### src/assert_macros.svh
// ----------------------------------------------------------------------------
// Assertion macros
// Short forms for the concurrent checks used across the RTL.
// ----------------------------------------------------------------------------
`ifndef ASSERT_MACROS_SVH
`define ASSERT_MACROS_SVH

// Checked on every rising clock edge outside of reset.
`define ASSERT_CLK(label, prop, msg) \
  label: assert property (@(posedge clk_i) disable iff (!rst_ni) prop) \
    else $error(msg);

// Checked on every rising clock edge, reset included.
`define ASSERT_ALWAYS(label, prop, msg) \
  label: assert property (@(posedge clk_i) prop) else $error(msg);

`endif

### src/gpl_pkg.sv
// ----------------------------------------------------------------------------
// gpl_pkg
// Types, widths and calendar tables shared by the period length block.
// ----------------------------------------------------------------------------
package gpl_pkg;

  localparam int unsigned DAY_W   = 5;
  localparam int unsigned MONTH_W = 4;
  localparam int unsigned YEAR_W  = 14;
  localparam int unsigned COUNT_W = 22;
  // Day numbers of years up to the largest 14-bit year stay below 2**23.
  localparam int unsigned ACC_W   = 23;
  localparam int unsigned ALU_W   = ACC_W + 1;
  // Quotient of a 14-bit year by one hundred.
  localparam int unsigned QUO_W   = 8;
  localparam int unsigned STEP_W  = 3;

  localparam int unsigned CENTURY       = 100;
  localparam int unsigned DAYS_PER_YEAR = 365;
  localparam int unsigned FEB_LEAP_LEN  = 29;
  localparam logic [MONTH_W-1:0] MONTH_FEB = MONTH_W'(2);
  localparam logic [MONTH_W-1:0] MONTH_DEC = MONTH_W'(12);

  typedef struct packed {
    logic [DAY_W-1:0]   start_day;
    logic [MONTH_W-1:0] start_month;
    logic [YEAR_W-1:0]  start_year;
    logic [DAY_W-1:0]   end_day;
    logic [MONTH_W-1:0] end_month;
    logic [YEAR_W-1:0]  end_year;
  } in_item_t;

  typedef struct packed {
    logic [COUNT_W-1:0] day_count;
    logic               bad_date;
  } out_item_t;

  typedef struct packed {
    logic sub;
  } alu_ctl_t;

  typedef struct packed {
    logic [ALU_W-1:0] sum;
    logic             borrow;
  } alu_res_t;

  // Length of a month in a common year; zero for a code that is no month.
  function automatic logic [DAY_W-1:0] month_len(input logic [MONTH_W-1:0] m);
    logic [DAY_W-1:0] len;
    case (m)
      4'd1, 4'd3, 4'd5, 4'd7, 4'd8, 4'd10, 4'd12: len = DAY_W'(31);
      4'd4, 4'd6, 4'd9, 4'd11:                    len = DAY_W'(30);
      4'd2:                                       len = DAY_W'(28);
      default:                                    len = '0;
    endcase
    return len;
  endfunction

  // Days before the first of the month in a year that starts on March 1.
  function automatic logic [8:0] march_offset(input logic [MONTH_W-1:0] m);
    logic [8:0] off;
    case (m)
      4'd3:    off = 9'd0;
      4'd4:    off = 9'd31;
      4'd5:    off = 9'd61;
      4'd6:    off = 9'd92;
      4'd7:    off = 9'd122;
      4'd8:    off = 9'd153;
      4'd9:    off = 9'd184;
      4'd10:   off = 9'd214;
      4'd11:   off = 9'd245;
      4'd12:   off = 9'd275;
      4'd1:    off = 9'd306;
      4'd2:    off = 9'd337;
      default: off = 9'd0;
    endcase
    return off;
  endfunction

endpackage

### src/gpl_addsub.sv
// ----------------------------------------------------------------------------
// gpl_addsub
// Shared adder and subtractor with borrow out for the day number sequencer.
// ----------------------------------------------------------------------------
module gpl_addsub (
  input  logic [gpl_pkg::ALU_W-1:0] a_i,
  input  logic [gpl_pkg::ALU_W-1:0] b_i,
  input  gpl_pkg::alu_ctl_t         ctl_i,
  output gpl_pkg::alu_res_t         res_o
);
  import gpl_pkg::*;

  logic [ALU_W:0]   full;
  logic [ALU_W-1:0] b_op;

  // Subtraction is addition of the one's complement with a carry in.
  assign b_op = ctl_i.sub ? ~b_i : b_i;
  assign full = {1'b0, a_i} + {1'b0, b_op} + (ALU_W + 1)'(ctl_i.sub);

  assign res_o.sum    = full[ALU_W-1:0];
  assign res_o.borrow = ctl_i.sub & ~full[ALU_W];

endmodule

### src/gregorian_period_length_days.sv
// ----------------------------------------------------------------------------
// gregorian_period_length_days: days between two Gregorian dates
// A new item is taken only once the sequencer is idle again, that is once
// the last result has moved to the output register; the single shared adder
// carries two 8-step divisions by 100 and all day number sums. Reset clears
// the sequencer and output valid and sets include_end_day to 1.
// ----------------------------------------------------------------------------
`include "assert_macros.svh"

module gregorian_period_length_days #(
  parameter int unsigned MAX_YEAR = 9999
) (
  input  logic               clk_i,
  input  logic               rst_ni,
  input  logic               cfg_we_i,
  input  logic               cfg_wdata_i,
  input  logic               in_valid_i,
  output logic               in_stall_o,
  input  gpl_pkg::in_item_t  in_item_i,
  output logic               out_valid_o,
  input  logic               out_stall_i,
  output gpl_pkg::out_item_t out_item_o
);
  import gpl_pkg::*;

  // The sequencer walks each date through a division of its year by one
  // hundred and then five accumulation steps that form a day number:
  //   yy*365 + yy/4 - yy/100 + yy/400 + march_offset(m) + d
  // where yy is the year, less one for January and February. The origin of
  // that count is arbitrary, which is fine since only the difference of the
  // two day numbers leaves the block.
  typedef enum logic [4:0] {
    S_IDLE  = 5'b00001,
    S_DIV   = 5'b00010,
    S_ACCUM = 5'b00100,
    S_DIFF  = 5'b01000,
    S_FIN   = 5'b10000
  } state_e;

  // Accumulation steps.
  localparam logic [STEP_W-1:0] ACC_MUL  = STEP_W'(0);
  localparam logic [STEP_W-1:0] ACC_QTR  = STEP_W'(1);
  localparam logic [STEP_W-1:0] ACC_CENT = STEP_W'(2);
  localparam logic [STEP_W-1:0] ACC_QUAD = STEP_W'(3);
  localparam logic [STEP_W-1:0] ACC_DOY  = STEP_W'(4);
  // The division produces one quotient bit a cycle, most significant first.
  localparam logic [STEP_W-1:0] DIV_FIRST = STEP_W'(QUO_W - 1);

  state_e              state_q, state_d;
  logic [STEP_W-1:0]   step_q;
  logic                sel_q;        // 0 while the start date is worked on
  logic                bad_q;
  logic                include_q;
  logic                out_valid_q;
  in_item_t            in_q;
  out_item_t           out_q;
  logic [YEAR_W-1:0]   rem_q;
  logic [QUO_W-1:0]    quo_q;
  logic [ACC_W-1:0]    acc_q;
  logic [ACC_W-1:0]    start_dn_q;

  logic                in_xfer;
  logic                out_xfer;
  logic                out_load;
  logic [DAY_W-1:0]    cur_d;
  logic [MONTH_W-1:0]  cur_m;
  logic [YEAR_W-1:0]   cur_y;
  logic                early;
  logic                rem_zero;
  logic                leap;
  logic [DAY_W-1:0]    cur_len;
  logic                date_ok;
  logic [YEAR_W-1:0]   yy;
  logic [QUO_W-1:0]    quo_adj;
  logic [ALU_W-1:0]    alu_a;
  logic [ALU_W-1:0]    alu_b;
  alu_ctl_t            alu_ctl;
  alu_res_t            alu_res;
  logic [ACC_W-1:0]    fin_sum;
  logic [COUNT_W-1:0]  fin_count;

  // The input side is free whenever the sequencer is idle; a finished result
  // may still wait in the output register meanwhile.
  assign in_stall_o  = (state_q != S_IDLE);
  assign in_xfer     = in_valid_i & ~in_stall_o;
  assign out_valid_o = out_valid_q;
  assign out_item_o  = out_q;
  assign out_xfer    = out_valid_q & ~out_stall_i;
  assign out_load    = (state_q == S_FIN) & (~out_valid_q | ~out_stall_i);

  // Fields of the date currently worked on.
  assign cur_d = sel_q ? in_q.end_day   : in_q.start_day;
  assign cur_m = sel_q ? in_q.end_month : in_q.start_month;
  assign cur_y = sel_q ? in_q.end_year  : in_q.start_year;

  // After the division rem_q and quo_q hold the year modulo and over 100,
  // which also decide whether the year is a leap year.
  assign rem_zero = (rem_q == '0);
  assign leap     = (~rem_zero & (cur_y[1:0] == 2'b00)) |
                    (rem_zero & (quo_q[1:0] == 2'b00));
  assign cur_len  = ((cur_m == MONTH_FEB) && leap) ? DAY_W'(FEB_LEAP_LEN)
                                                   : month_len(cur_m);
  assign date_ok  = (cur_m != '0) && (cur_m <= MONTH_DEC) &&
                    (cur_y != '0) && (32'(cur_y) <= MAX_YEAR) &&
                    (cur_d != '0) && (cur_d <= cur_len);

  // January and February count with the previous year. When the year is a
  // multiple of one hundred, stepping back one year also lowers its century.
  assign early   = (cur_m <= MONTH_FEB);
  assign yy      = cur_y - YEAR_W'(early);
  assign quo_adj = quo_q - QUO_W'(early & rem_zero);

  // Operand selection for the shared adder.
  always_comb begin
    alu_a       = '0;
    alu_b       = '0;
    alu_ctl.sub = 1'b0;
    case (state_q)
      S_DIV: begin
        // Trial subtraction of 100 shifted to the current quotient bit.
        alu_a       = ALU_W'(rem_q);
        alu_b       = ALU_W'(CENTURY) << step_q;
        alu_ctl.sub = 1'b1;
      end
      S_ACCUM: begin
        alu_a = ALU_W'(acc_q);
        case (step_q)
          ACC_MUL: begin
            alu_a = '0;
            alu_b = ALU_W'(ACC_W'(yy) * ACC_W'(DAYS_PER_YEAR));
          end
          ACC_QTR:  alu_b = ALU_W'(yy >> 2);
          ACC_CENT: begin
            alu_b       = ALU_W'(quo_adj);
            alu_ctl.sub = 1'b1;
          end
          ACC_QUAD: alu_b = ALU_W'(quo_adj >> 2);
          ACC_DOY:  alu_b = ALU_W'(march_offset(cur_m)) + ALU_W'(cur_d);
          default:  alu_b = '0;
        endcase
      end
      S_DIFF: begin
        alu_a       = ALU_W'(acc_q);
        alu_b       = ALU_W'(start_dn_q);
        alu_ctl.sub = 1'b1;
      end
      S_FIN: begin
        alu_a = ALU_W'(acc_q);
        alu_b = ALU_W'(include_q);
      end
      default: begin
        alu_a = '0;
        alu_b = '0;
      end
    endcase
  end

  gpl_addsub u_addsub (
    .a_i   (alu_a),
    .b_i   (alu_b),
    .ctl_i (alu_ctl),
    .res_o (alu_res)
  );

  // A count beyond the output width saturates to all ones.
  assign fin_sum   = alu_res.sum[ACC_W-1:0];
  assign fin_count = fin_sum[ACC_W-1] ? '1 : fin_sum[COUNT_W-1:0];

  // Sequencer next state.
  always_comb begin
    state_d = state_q;
    case (state_q)
      S_IDLE:  if (in_xfer) state_d = S_DIV;
      S_DIV:   if (step_q == '0) state_d = S_ACCUM;
      S_ACCUM: begin
        if (step_q == ACC_DOY) begin
          state_d = sel_q ? S_DIFF : S_DIV;
        end
      end
      S_DIFF:  state_d = S_FIN;
      S_FIN:   if (out_load) state_d = S_IDLE;
      default: state_d = S_IDLE;
    endcase
  end

  // Control registers.
  always_ff @(posedge clk_i or negedge rst_ni) begin
    if (!rst_ni) begin
      state_q     <= S_IDLE;
      step_q      <= '0;
      sel_q       <= 1'b0;
      include_q   <= 1'b1;
      out_valid_q <= 1'b0;
    end else begin
      state_q <= state_d;
      if (cfg_we_i) begin
        include_q <= cfg_wdata_i;
      end
      if (out_load) begin
        out_valid_q <= 1'b1;
      end else if (out_xfer) begin
        out_valid_q <= 1'b0;
      end
      case (state_q)
        S_IDLE: begin
          if (in_xfer) begin
            step_q <= DIV_FIRST;
            sel_q  <= 1'b0;
          end
        end
        S_DIV: begin
          step_q <= (step_q == '0) ? ACC_MUL : step_q - STEP_W'(1);
        end
        S_ACCUM: begin
          if (step_q == ACC_DOY) begin
            step_q <= DIV_FIRST;
            sel_q  <= 1'b1;
          end else begin
            step_q <= step_q + STEP_W'(1);
          end
        end
        default: step_q <= step_q;
      endcase
    end
  end

  // Datapath registers.
  always_ff @(posedge clk_i) begin
    case (state_q)
      S_IDLE: begin
        if (in_xfer) begin
          in_q  <= in_item_i;
          rem_q <= in_item_i.start_year;
          bad_q <= 1'b0;
        end
      end
      S_DIV: begin
        // Restoring division: keep the difference when nothing was borrowed.
        if (!alu_res.borrow) begin
          rem_q <= alu_res.sum[YEAR_W-1:0];
        end
        quo_q <= {quo_q[QUO_W-2:0], ~alu_res.borrow};
      end
      S_ACCUM: begin
        acc_q <= alu_res.sum[ACC_W-1:0];
        if (step_q == ACC_MUL) begin
          bad_q <= bad_q | ~date_ok;
        end
        if ((step_q == ACC_DOY) && !sel_q) begin
          start_dn_q <= alu_res.sum[ACC_W-1:0];
          rem_q      <= in_q.end_year;
        end
      end
      S_DIFF: begin
        // A start on or after the end gives a difference of zero.
        acc_q <= alu_res.borrow ? '0 : alu_res.sum[ACC_W-1:0];
      end
      S_FIN: begin
        if (out_load) begin
          out_q.day_count <= bad_q ? '0 : fin_count;
          out_q.bad_date  <= bad_q;
        end
      end
      default: acc_q <= acc_q;
    endcase
  end

  // An impossible date always reports a zero count.
  `ASSERT_CLK(a_bad_zero, out_valid_o && out_item_o.bad_date |-> out_item_o.day_count == '0, "bad date with nonzero count")
  // Accumulation always starts right after a finished division.
  `ASSERT_CLK(a_div_first, (state_q == S_ACCUM) && (step_q == ACC_MUL) |-> $past(state_q) == S_DIV, "accumulation without division")
  // An input transfer starts the division at its top quotient bit.
  `ASSERT_CLK(a_start, in_xfer |=> (state_q == S_DIV) && (step_q == DIV_FIRST), "input transfer did not start the division")
  // A taken result leaves the output empty unless a new one is loaded.
  `ASSERT_CLK(a_out_drain, out_xfer && (state_q != S_FIN) |=> !out_valid_o, "result repeated")
  // No result is offered during reset.
  `ASSERT_ALWAYS(a_rst_quiet, !rst_ni |-> !out_valid_o, "result valid in reset")

endmodule

### config.mk
export PLATFORM = sky130hd
export DESIGN_NAME = gregorian_period_length_days
export DESIGN_NICKNAME = d
export VERILOG_FILES = /design/src/gpl_pkg.sv /design/src/gpl_addsub.sv /design/src/gregorian_period_length_days.sv
export VERILOG_INCLUDE_DIRS = /design/src /design/src/src
export SDC_FILE = /design/constraint.sdc
export NUM_CORES = 1
export LEC_CHECK = 0
export BUFFER_PORTS_ARGS = -buffer_cell sky130_fd_sc_hd__clkbuf_2
export CAP_MARGIN = 20
export CORE_ASPECT_RATIO = 1.5
export CORE_UTILIZATION = 45
export CTS_CLUSTER_DIAMETER = 150
export CTS_CLUSTER_SIZE = 20
export DETAILED_ROUTE_END_ITERATION = 8
export PLACE_DENSITY = 0.76
export SLEW_MARGIN = 10
export SYNTH_ARGS = -nofsm -noshare
export SYNTH_HDL_FRONTEND = slang
export SYNTH_HIERARCHICAL = 1
export SYNTH_SLANG_ARGS = --single-unit
### constraint.sdc
create_clock -name clk_i -period 7.8 [get_ports clk_i]
set_clock_uncertainty 0.15 [all_clocks]
set_input_delay 1.17 -clock clk_i [delete_from_list [all_inputs] [get_ports clk_i]]
set_output_delay 1.17 -clock clk_i [all_outputs]
set_load 0.02 [all_outputs]
# --- Yosys cells after proc, flatten, opt, wreduce, memory -nomap -nowiden ---
# Memory sizes are Yosys's and may differ from the RTL's.
# Index checks and enable logic that the tools add are counted.
classes:
  add_sub_neg: 7
  mul: 1
  div_mod_pow: 0
  n_lt_le_gt_ge: 4
  n_eq_ne: 18
  shift: 1
  mux: 37
  bitwise_logic: 18
  reduce_logical: 29
op_table:
  columns: ["operator", "count"]
  rows:
  - ["23-bit case mux with 5 select lines", 1]
  - ["24-bit case mux with 4 select lines", 1]
  - ["23-bit case mux with 3 select lines", 1]
  - ["14-bit two-way mux", 4]
  - ["23-bit two-way mux", 2]
  - ["23-bit case mux with 2 select lines", 1]
  - ["14-bit case mux with 3 select lines", 1]
  - ["5-bit two-way mux", 6]
  - ["23-bit by 24-bit adder with 25-bit output", 1]
  - ["25-bit by 1-bit adder with 25-bit output", 1]
  - ["5-bit case mux with 5 select lines", 1]
  - ["24-bit two-way mux", 1]
  - ["24-bit inverter", 1]
  - ["7-bit by 3-bit << shifter with 24-bit output (first input constant)", 1]
  - ["14-bit by 9-bit multiplier with 23-bit output (second input constant)", 1]
  - ["22-bit two-way mux", 1]
  - ["9-bit two-way mux", 2]
  - ["14-bit <= comparator (second input constant)", 1]
  - ["14-bit zero test", 1]
  - ["2-bit != test (second input constant)", 7]
  - ["14-bit nonzero test", 1]
  - ["14-bit by 1-bit subtractor with 14-bit output", 1]
  - ["9-bit by 5-bit adder with 10-bit output", 1]
  - ["3-bit two-way mux", 3]
  - ["other kinds (35)", 73]
word_totals:
  ff_bits: 149
  latch_bits: 0
  ram_bits: 0
  romBits: 224
  input_bits: 52
  out_inout_bits: 25
  word_cells: 135
  memories: 2
memory_table:
  columns: ["memory", "words", "width", "read_ports", "rd_clocked_by_memory_dff", "wr", "line", "rtl"]
  rows:
  - ["(name not given)", 16, 9, 1, 0, 0, "gpl_pkg.sv:62", "case (m)"]
  - ["(name not given)", 16, 5, 1, 0, 0, "gpl_pkg.sv:50", "case (m)"]

# --- Logic depth before layout (Yosys ltp) ---
# Gate-level depths: netlist of run 1.
# An unclocked memory read counts as a cell.
logic_depth:
  word_depth: 15
  depth_mapped: 38
  mapped_depth_nobuf: 35

# --- Hierarchy ---
# Netlist of run 1, hierarchy kept.
modules_own_cells:
  columns: ["module", "n_inst", "cells_per_inst", "area_each_um2", "seq_area_each_um2"]
  rows:
  - ["gregorian_period_length_days", 1, 959, 10138.5, 4421.7]
  - ["gpl_addsub", 1, 215, 1586.5, 0.0]

# --- Worst setup path before layout of run 1 ---
# No wires, ideal clock.
synth_timing:
  path_type: "reg-to-reg"
  startpoint: "reg sel_q"
  endpoint: "reg out_q (netlist bit out_item_o[13]), data pin"
  setup_ns: 0.140
  arrival_time_ns: 7.638
  t_required_ns: 7.510
  setup_slack_ns: -0.127
  path_stages_with_launch: 36
  n_path_buf: 2
  period_less_slack_ns: 7.927
  cell_sequence: "dfrtp_1 -> mux2i_1 -> and2_0 -> buf_2 -> nand2_1 -> inv_1 -> ha_1 -> nand2_1 -> nor3b_1 -> xnor2_1 -> ha_1 -> inv_1 -> fa_1 -> inv_1 -> fa_1 -> inv_1 -> fa_1 -> inv_1 -> ha_1 -> nand3_1 -> a21oi_1 -> a21o_1 -> o32ai_1 -> o21ai_0 -> xnor2_1 -> o21ai_0 -> xor2_1 -> ha_1 -> and3_1 -> a221o_1 -> a21o_1 -> a41o_1 -> xor2_1 -> clkbuf_1 -> nor2_1 -> nor2_1"
synth_lines:
  columns: ["item", "line", "rtl"]
  rows:
  - ["start, declared", "gregorian_period_length_days.sv:51", "logic sel_q;"]
  - ["start signal, assigned", "gregorian_period_length_days.sv:191", "sel_q <= 1'b0;"]
  - ["start signal, assigned", "gregorian_period_length_days.sv:208", "sel_q <= 1'b0;"]
  - ["start signal, assigned", "gregorian_period_length_days.sv:217", "sel_q <= 1'b1;"]
  - ["end, declared", "gregorian_period_length_days.sv:56", "out_item_t out_q;"]

==> results_dict.tcl, run 1 <==
set metrics [dict create \
    worst_pin_slew_ns 0.990 \
    antenna_left 0 \
    antenna_found_initial 0 \
    row_count 71 \
    violations_in_the_final_reports "setup timing" \
    pnr_worst_setup_slack_ns -0.108 \
    clock-sinks 149 \
    hold_buffers 0 \
    clk_root_buffer_cell "sky130_fd_sc_hd__clkbuf_16" \
    areaGrowthSynthToFinish_pct 29.0 \
    post_drt_wl_per_cell_um 19.5 \
    clk_transition_reported_paths_ns 0.06 \
    warnings_from_yosys 6 \
    fin_worst_hold_slack_ns 0.366 \
    final_cell_count_no_fill 1732 \
    clk-insertion-delay-late_ns 0.45 \
    io_pins 77 \
    achievable-frequency_mhz 126 \
    fp.coreArea_um2 25200 \
    hold_path.class "register to register" \
    groute.usage.overall_pct 25.7 \
    hold_depth 0 \
    dpl.cell_count 1672 \
    cts-root-to-sink-buffers 2 \
    crit_arrival_ns 7.97 \
    grt_max_degree 48 \
    grt_first_pass_wirelength_um 51300 \
    rsz0062_at_grt "yes" \
    finalNetCount 1588 \
    worstPathRequired_ns 7.86 \
    setup_violations 31 \
    post_drt_via_cell_ratio 5.69 \
    result_of_the_run "finished, violations left" \
    report.final.slew_viol_count 0 \
    die-area_um2 26600 \
    syn-instance-count 1163 \
    first_global_vias 10055 \
    grt_overflow_total 0 \
    crit_type "register to register" \
    timing_hold_violations_final 0 \
    timing.max_slew.rel_slack_pct 34.0 \
    routabilityCongestion 0.934 \
    hpwl_um 25100 \
    tns_setup_ns -1.86 \
    drt_iter0_markers 706 \
    cts_tree "done" \
    port_buffers 76 \
    worst-path-max-fanout 6 \
    maxCapViolCount 0 \
    clock_tree.htree_level_count 4 \
    die_w_um 133 \
    drt-pass1-iter-count 6 \
    finalWirelength_um 33700 \
    start_kind "register" \
    period_minus_slack_ns 7.91 \
    initial_utilization_pct 46.2 \
    post_route_drc_violation_count 0 \
    worst_reg_to_reg_cells 36 \
    num-fill-cells 2025 \
    num_vias 9849 \
    synth_area_per_cell_um2 10.0 \
    num_antenna_cells 0 \
    floorplan.die.height_um 199 \
    crit_path_max_incr_delay_ns 0.58 \
    endpoint_kind "register" \
    share_of_post_route_cells_with_drive_strength_above_1_pct 31.1 \
    slowest_stage_cell_crit_path "sky130_fd_sc_hd__fa_1" \
    tritoncts.num_buffers 17 \
    post_synth_instance_area_um2 11700 \
    post-route-period-util_pct 101 \
]
==> cell usage in the layout, fill, tap and decap left out, types with 8 or more instances in the layout <==
| cell | count |
|---|---|
| sky130_fd_sc_hd__edfxtp_1 | 138 |
| sky130_fd_sc_hd__a31oi_1 | 8 |
| sky130_fd_sc_hd__a21oi_1 | 51 |
| sky130_fd_sc_hd__nand2_1 | 89 |
| sky130_fd_sc_hd__dfrtp_1 | 8 |
| sky130_fd_sc_hd__ha_1 | 83 |
| sky130_fd_sc_hd__a22o_1 | 17 |
| sky130_fd_sc_hd__nand3_1 | 17 |
| sky130_fd_sc_hd__fa_1 | 41 |
| sky130_fd_sc_hd__and2_4 | 23 |
| sky130_fd_sc_hd__o21ai_1 | 9 |
| sky130_fd_sc_hd__inv_1 | 108 |
| sky130_fd_sc_hd__nor2_2 | 9 |
| sky130_fd_sc_hd__nor2b_1 | 9 |
| sky130_fd_sc_hd__and2_1 | 13 |
| sky130_fd_sc_hd__a22oi_1 | 24 |
| sky130_fd_sc_hd__mux2i_1 | 13 |
| sky130_fd_sc_hd__buf_4 | 161 |
| sky130_fd_sc_hd__clkbuf_16 | 18 |
| sky130_fd_sc_hd__a21oi_2 | 8 |
| sky130_fd_sc_hd__clkbuf_2 | 76 |
| sky130_fd_sc_hd__mux2_2 | 8 |
| sky130_fd_sc_hd__nand2b_1 | 8 |
| sky130_fd_sc_hd__a21o_1 | 15 |
| sky130_fd_sc_hd__o21bai_1 | 12 |
| sky130_fd_sc_hd__ha_4 | 16 |
| sky130_fd_sc_hd__xnor2_1 | 30 |
| sky130_fd_sc_hd__xor2_1 | 44 |
| sky130_fd_sc_hd__nor2_1 | 91 |
| sky130_fd_sc_hd__o21ai_0 | 37 |
| sky130_fd_sc_hd__nor3_1 | 15 |
==> state kept, by name, indices dropped and copies added, names as in the netlist <==
name	count
out_item_o	23
sel_q	1
quo_q	8
acc_q	23
rem_q	14
state_q	5
start_dn_q	23
step_q	3
out_valid_o	1
include_q	1
in_q	46
bad_q	1
==> per-layer routing <==
| metal | global-route usage [%] | vias to the layer above | routed length [µm] |
|---|---|---|---|
| met5 | 0 | - | 0 |
| met4 | 17.3 | 0 | 2200 |
| met3 | 4.16 | 117 | 1620 |
| met2 | 46.3 | 371 | 17400 |
| met1 | 27.5 | 4755 | 12500 |
| li1 | - | 4606 | - |
==> per-stage QoR <==
stage          worst slack [ns]  utilization (%)  instance area, µm²
3_3_place_gp             -0.291             53.2               13400
6_report                 -0.108             59.6               15000
2_1_floorplan            0.0187                -               11700
3_5_place_dp             -0.453             53.2               13400
5_1_grt                  -0.398             59.6               15000
4_1_cts                0.000835             57.6               14500
==> path summary, 6_finish.rpt <==
check | start | end | slack (ns)
max | sel_q | acc_q[1] | -0.11
min | quo_q[6] | quo_q[7] | 0.37
max reg2reg | sel_q | acc_q[1] | -0.11
min reg2reg | quo_q[6] | quo_q[7] | 0.37
max in group asynchronous | rst_ni | sel_q | 6.62
min in group asynchronous | rst_ni | step_q[1] | 0.52
==> cell type report <==
type / instances / area, µm² / area share (%)
clock buffer: 17 / 425 / 2.83
multi-input combinational: 856 / 7340 / 48.8
sequential: 149 / 4420 / 29.4
clock inverter: 15 / 189 / 1.26
timing repair buffer: 250 / 1820 / 12.1
inverter: 117 / 442 / 2.94
tap: 328 / 410 / 2.73
==> critical path: cells and delay by family (launching register included) <==
family                   cells  cell delay [ns]
adder cells (fa/ha/maj)      7             2.57
AO/OA/AOI/OAI                9             1.75
buffers and inverters       12             1.43
AND/OR/NAND/NOR              6             0.94
flip-flops                   1             0.47
XOR/XNOR                     2             0.33
==> timing repair <==
item / in CTS / in global routing
pin swaps: 35 / 39
gates resized for setup: 71 / 96
setup buffers: 13 / 9
endpoints found under the setup margin: 62 / 66
cloned: 2 / 2
Power of run 1 is left out: the tool's default activity adds up to more than one toggle a clock period on the data nets, which glitch-free logic cannot reach.
==> run 2, diff against run 1 <==
Settings changed: BUFFER_PORTS_ARGS -buffer_cell sky130_fd_sc_hd__clkbuf_2 to default, DONT_BUFFER_PORTS from default to 1, PLACE_DENSITY 0.76 to 0.73.
==> run 2 against run 1 <==
Against the previous run:
- the flow still finishes with violations (setup timing)
- cell area about the same
- maximum frequency grew 1.3%
- worst hold slack worse by 0.11 ns
- core utilization barely moved
- wire length rose by 4.5%
- cell count is 3.6% lower
- global-route usage rose by 0.47 points
- setup slack better by 0.10 ns
- critical path depth is the same
- first-iteration DRC count rose by 2.5%
- die area is the same
- via count about the same
==> results_dict.tcl, run 2 (synthesis gave the netlist of run 1 again) <==
set metrics [dict create \
    result_of_the_run "finished, violations left" \
    violations_in_the_final_reports "setup timing" \
    finalWirelength_um 35200 \
    pnr_worst_setup_slack_ns -0.00647 \
    endpoint_kind "register" \
    timing.max_slew.rel_slack_pct 30.2 \
    grt_overflow_total 0 \
    slowest_stage_cell_crit_path "sky130_fd_sc_hd__fa_1" \
    first_global_vias 10003 \
    grt_max_degree 48 \
    fp.coreArea_um2 25200 \
    cts-root-to-sink-buffers 2 \
    timing_hold_violations_final 0 \
    r2r_start "sel_q" \
    port_buffers 0 \
    die_w_um 133 \
    clk_transition_reported_paths_ns 0.07 \
    setup_slack_after_placement_ns -0.384 \
    io_pins 77 \
    worst_reg_to_reg_cells 36 \
    clock-sinks 149 \
    num_antenna_cells 0 \
    post_drt_wl_per_cell_um 21.1 \
    crit_arrival_ns 7.88 \
    final_common_cell "sky130_fd_sc_hd__buf_4" \
    post-route-period-util_pct 100 \
    crit_path_max_incr_delay_ns 0.54 \
    tns_setup_ns -0.0574 \
    worstPathRequired_ns 7.87 \
    maxCapViolCount 0 \
    hpwl_um 25200 \
    setup_violations 16 \
    worst_pin_slew_ns 1.05 \
    start_kind "register" \
    row_count 71 \
    period_minus_slack_ns 7.81 \
    drt-pass1-iter-count 7 \
    clk-insertion-delay-late_ns 0.46 \
    die-area_um2 26600 \
    share_of_post_route_cells_with_drive_strength_above_1_pct 29.6 \
    drt_iter0_markers 724 \
    setup.reg_to_reg.worst_slack_ns -0.006 \
    tritoncts.num_buffers 17 \
    number_of_flip_flops_under_the_largest_register_name 46 \
    placedInstanceArea_um2 13200 \
    finalNetCount 1526 \
    areaGrowthSynthToFinish_pct 29.1 \
    rsz0062_at_grt "yes" \
    antenna_left 0 \
    clock_tree.htree_level_count 4 \
    grt_first_pass_wirelength_um 52400 \
    routabilityCongestion 0.929 \
    clk_root_buffer_cell "sky130_fd_sc_hd__clkbuf_16" \
    worstReg2RegEnd "rem_q[5]" \
    cp_common_cell "sky130_fd_sc_hd__inv_2" \
    antenna_found_initial 0 \
    initial_utilization_pct 46.2 \
    post_route_drc_violation_count 0 \
    num_vias 9846 \
    top_register "in_q" \
    achievable-frequency_mhz 128 \
    report.final.slew_viol_count 0 \
    crit_type "register to register" \
    post-route-cell-area_um2 15100 \
    worst-path-max-fanout 14 \
    hold_path.class "input port to asynchronous set/reset pin" \
    groute.usage.overall_pct 26.1 \
    postLayoutCoreUtil_pct 59.7 \
    cts_tree "done" \
    most-common-layout-cells "sky130_fd_sc_hd__buf_4, sky130_fd_sc_hd__edfxtp_1, sky130_fd_sc_hd__inv_1" \
    post_drt_via_cell_ratio 5.90 \
    floorplan.die.height_um 199 \
]
-- run 2: critical path: cells and delay by family (launching register included) --
family	cells	cell delay, ns
mux	1	0.20
fa+ha+maj	6	2.45
compound gates	8	1.39
simple gates	6	1.16
xor+xnor	2	0.30
flops	1	0.47
buf+inv	13	1.44
-- run 2: through the flow --
stage,hold slack (ns),instances
floorplan,0.301,1164
detailed placement,0.351,1612
CTS,0.244,1653
global placement,0.344,1612
finish,0.253,1670
global route,0.245,1670
-- run 2: cell type report --
cell class,count,area [µm²]
clock buffers,17,425
inverters,117,444
well taps,328,410
multi-input cells,855,7540
flip-flops and latches,149,4420
fillers,1946,10200
clock inverters,15,236
repair buffers,189,1570
-- run 2: per-layer routing --
layer | vias up | GRT usage [%] | share of wire, %
met4 | 0 | 15.9 | 5.9
met3 | 136 | 3.81 | 5.4
met5 | - | 0 | 0
met1 | 4800 | 27.8 | 36
li1 | 4489 | - | -
met2 | 421 | 48.5 | 53
-- run 2: worst max-delay path by stage --
stage	startpoint	end	slack, ns	cells after the start
2_1_floorplan	sel_q	acc_q[10]	0.02	35
3_3_place_gp	sel_q	rem_q[4]	-0.35	37
3_5_place_dp	sel_q	acc_q[20]	-0.38	37
4_1_cts	sel_q	out_item_o[10]	-0.0004	35
5_1_grt	sel_q	out_item_o[9]	-0.30	37
6_report	sel_q	rem_q[5]	-0.006	36
-- run 2: what timing repair did --
action,4_1_cts,5_1_grt
resized for setup,83,132
cloned,2,3
pin swaps,36,76
setup buffers,8,15
setup endpoints to repair,65,66
hold buffers,0,0
Power of run 2 is left out for the same reason.
==> run 3, diff against run 2 <==
Settings changed: CELL_PAD_IN_SITES_DETAIL_PLACEMENT from default to 0, CELL_PAD_IN_SITES_GLOBAL_PLACEMENT from default to 2, CORE_UTILIZATION 45 to 39, CTS_BUF_LIST from default to sky130_fd_sc_hd__clkbuf_8, PLACE_DENSITY 0.73 to 0.89, SYNTH_HIERARCHICAL 1 to default.
==> run 3 against run 2 <==
Against the previous run:
- area after synthesis down 0.87%
- global-route usage is 2.0 points lower
- critical path type unchanged
- via count decreased by 4.6%
- worst hold slack worse by 0.063 ns
- synthesized cell count decreased by 0.77%
- die area up 14%
- sequential cell count unchanged
- first-iteration DRC count fell by 29%
- sequential share of layout area grew 0.94 points
- non-clock buffer count increased by 5
- the flow still finishes with violations (setup timing)
- critical path depth down 1
- setup slack got worse by 0.21 ns
==> results_dict.tcl, run 3 <==
set metrics [dict create \
    post_synth_xor_xnor_area_pct 5.97 \
    start_kind "register" \
    endpoint_kind "register" \
    die_w_um 143 \
    post_synth_instance_area_um2 11600 \
    warnings_from_yosys 0 \
    timing.max_slew.rel_slack_pct 36.8 \
    synth_area_per_cell_um2 10.0 \
    worstReg2RegEnd "acc_q[2]" \
    finalNetCount 1527 \
    worst-path-max-fanout 12 \
    antenna_found_initial 1 \
    drt-pass1-iter-count 8 \
    fp.coreArea_um2 28900 \
    num_antenna_cells 0 \
    floorplan.die.height_um 213 \
    worstPathRequired_ns 7.87 \
    crit_arrival_ns 8.09 \
    clk_transition_reported_paths_ns 0.11 \
    asyncSetResetFlopFracSynth_pct 7.38 \
    routabilityCongestion 0.931 \
    setup.reg_to_reg.worst_slack_ns -0.22 \
    postLayoutCoreUtil_pct 50.5 \
    areaGrowthSynthToFinish_pct 26.2 \
    post_route_drc_violation_count 0 \
    clk_root_buffer_cell "sky130_fd_sc_hd__clkbuf_8" \
    grt_first_pass_wirelength_um 54000 \
    synth.ff_latch_count 149 \
    num_vias 9390 \
    num-fill-cells 2657 \
    grt_overflow_total 0 \
    share_of_post_route_cells_with_drive_strength_above_1_pct 27.7 \
    post_synth_num_cell_types 77 \
    groute.usage.overall_pct 24.2 \
    synth-adder-area-share_pct 18.3 \
    initial_utilization_pct 40.0 \
    maxCapViolCount 0 \
    port_buffers 0 \
    finalWirelength_um 35200 \
    violations_in_the_final_reports "setup timing" \
    grt_max_degree 47 \
    synth_compound_area_share_pct 17.0 \
    clock-sinks 149 \
    tritoncts.num_buffers 17 \
    post_drt_via_cell_ratio 5.41 \
    r2r_start "sel_q" \
    hold_path.class "input port to asynchronous set/reset pin" \
    timing_hold_violations_final 0 \
    cts-root-to-sink-buffers 2 \
    synth.mux.area_fraction_pct 2.63 \
    pnr_worst_setup_slack_ns -0.218 \
    post_drt_wl_per_cell_um 20.3 \
    synth.largest_area_cell "sky130_fd_sc_hd__edfxtp_1" \
    top_register "in_q" \
    synth.top_cells.by_count "sky130_fd_sc_hd__inv_1, sky130_fd_sc_hd__edfxtp_1, sky130_fd_sc_hd__ha_1" \
    final_common_cell "sky130_fd_sc_hd__buf_4" \
    yosysSeqAreaShare_pct 38.2 \
    row_count 76 \
    setup_violations 63 \
    synth_edf_count 138 \
    hpwl_um 27300 \
    syn-instance-count 1154 \
    slowest_stage_cell_crit_path "sky130_fd_sc_hd__fa_1" \
    io_pins 77 \
    result_of_the_run "finished, violations left" \
    synth_top_family_by_area "adder cells" \
    synthFlopType "sky130_fd_sc_hd__edfxtp_1" \
    synthDominantCellAreaShare_pct 35.8 \
    antenna_left 0 \
    period_minus_slack_ns 8.02 \
    most-common-layout-cells "sky130_fd_sc_hd__buf_4, sky130_fd_sc_hd__inv_1, sky130_fd_sc_hd__edfxtp_1" \
    first_global_vias 9768 \
    clk-insertion-delay-late_ns 0.51 \
    cts_tree "done" \
    crit_path_max_incr_delay_ns 0.53 \
    drt_iter0_markers 511 \
    rsz0062_at_grt "yes" \
    report.final.slew_viol_count 0 \
    worst_reg_to_reg_cells 35 \
    synth.top_cells.by_area "sky130_fd_sc_hd__edfxtp_1, sky130_fd_sc_hd__ha_1, sky130_fd_sc_hd__fa_1, sky130_fd_sc_hd__inv_1, sky130_fd_sc_hd__xnor2_1" \
    post-route-period-util_pct 103 \
    syn-num-nets 1349 \
    post-synth-top-count-cell "sky130_fd_sc_hd__inv_1" \
    worst_pin_slew_ns 0.947 \
    crit_type "register to register" \
    number_of_flip_flops_under_the_largest_register_name 46 \
    achievable-frequency_mhz 125 \
    clock_tree.htree_level_count 4 \
    synthSimpleGateAreaFrac_pct 11.3 \
    die-area_um2 30400 \
]
==> run 3: cell count changes in the layout (fill, tap and decap cells not counted), sizes merged, moves of 8 or more <==
cell	previous run	this run
a21oi	59	75
inv	123	161
nand3	20	10
or3	2	10
o21bai	12	4
xor2	50	26
and2	36	16
nor2	102	90
xnor2	37	52
nand2	95	66
o21ai	53	67
==> run 3: routing by layer <==
| layer | vias up | GRT usage, % | wire length (µm) |
|---|---|---|---|
| li1 | 4472 | - | - |
| met1 | 4540 | 25.8 | 12600 |
| met2 | 285 | 44.4 | 19000 |
| met3 | 93 | 3.07 | 1380 |
| met4 | 0 | 15.7 | 2160 |
| met5 | - | 0 | 0 |
==> run 3: stage by stage <==
step                      cell area, µm²  setup WS, ns  hold slack, ns  cells  setup TNS (ns)
after floorplan                    11700       0.00550           0.293   1154               0
after global placement             13300        -0.455           0.325   1671          -14.00
after detailed placement           13300        -0.564           0.331   1672          -21.13
after CTS                          14200        -0.217           0.152   1725           -9.90
after global routing               14600        -0.649           0.170   1735          -37.61
final                              14600        -0.218           0.190   1735           -8.04
==> run 3: worst max-delay path by stage <==
stage / startpoint / endpoint / slack, ns / cells after the start
6_report: sel_q / acc_q[2] / -0.22 / 35
3_5_place_dp: sel_q / out_item_o[22] / -0.56 / 33
2_1_floorplan: sel_q / acc_q[2] / 0.005 / 39
3_3_place_gp: sel_q / out_item_o[22] / -0.46 / 33
4_1_cts: sel_q / acc_q[3] / -0.22 / 35
5_1_grt: sel_q / acc_q[3] / -0.65 / 38
==> run 3: logic make-up after synthesis <==
| group | count (synthesis) |
|---|---|
| xor+xnor | 78 |
| flops | 149 |
| fa+ha+maj | 143 |
| simple gates | 272 |
| mux | 28 |
| compound gates | 295 |
| buf+inv | 189 |
==> run 3: area by class of cell <==
type / count / area [µm²] / share of cell area, %
Multi-Input combinational cell: 816 / 7100 / 48.7
Clock buffer: 17 / 234 / 1.60
Tap cell: 390 / 488 / 3.34
Inverter: 154 / 578 / 3.96
Clock inverter: 15 / 160 / 1.10
Timing Repair Buffer: 194 / 1610 / 11.0
Sequential cell: 149 / 4420 / 30.3
==> run 3: critical path, delay by kind of cell, from the launching register on <==
| family | cells | cell delay, ns |
|---|---|---|
| XOR/XNOR | 3 | 0.46 |
| AO/OA/AOI/OAI | 11 | 2.12 |
| adder cells (fa/ha/maj) | 7 | 2.65 |
| flip-flops | 1 | 0.52 |
| AND/OR/NAND/NOR | 8 | 0.98 |
| buffers and inverters | 5 | 0.60 |
| multiplexers | 1 | 0.29 |
==> run 3: repair_timing <==
item | CTS | global route
endpoints found under the setup margin | 69 | 77
cloned | 2 | 3
hold buffers | 0 | 0
buffers inserted | 19 | 9
pin swaps | 46 | 43
resized for setup | 64 | 71
Power of run 3 is left out for the same reason.
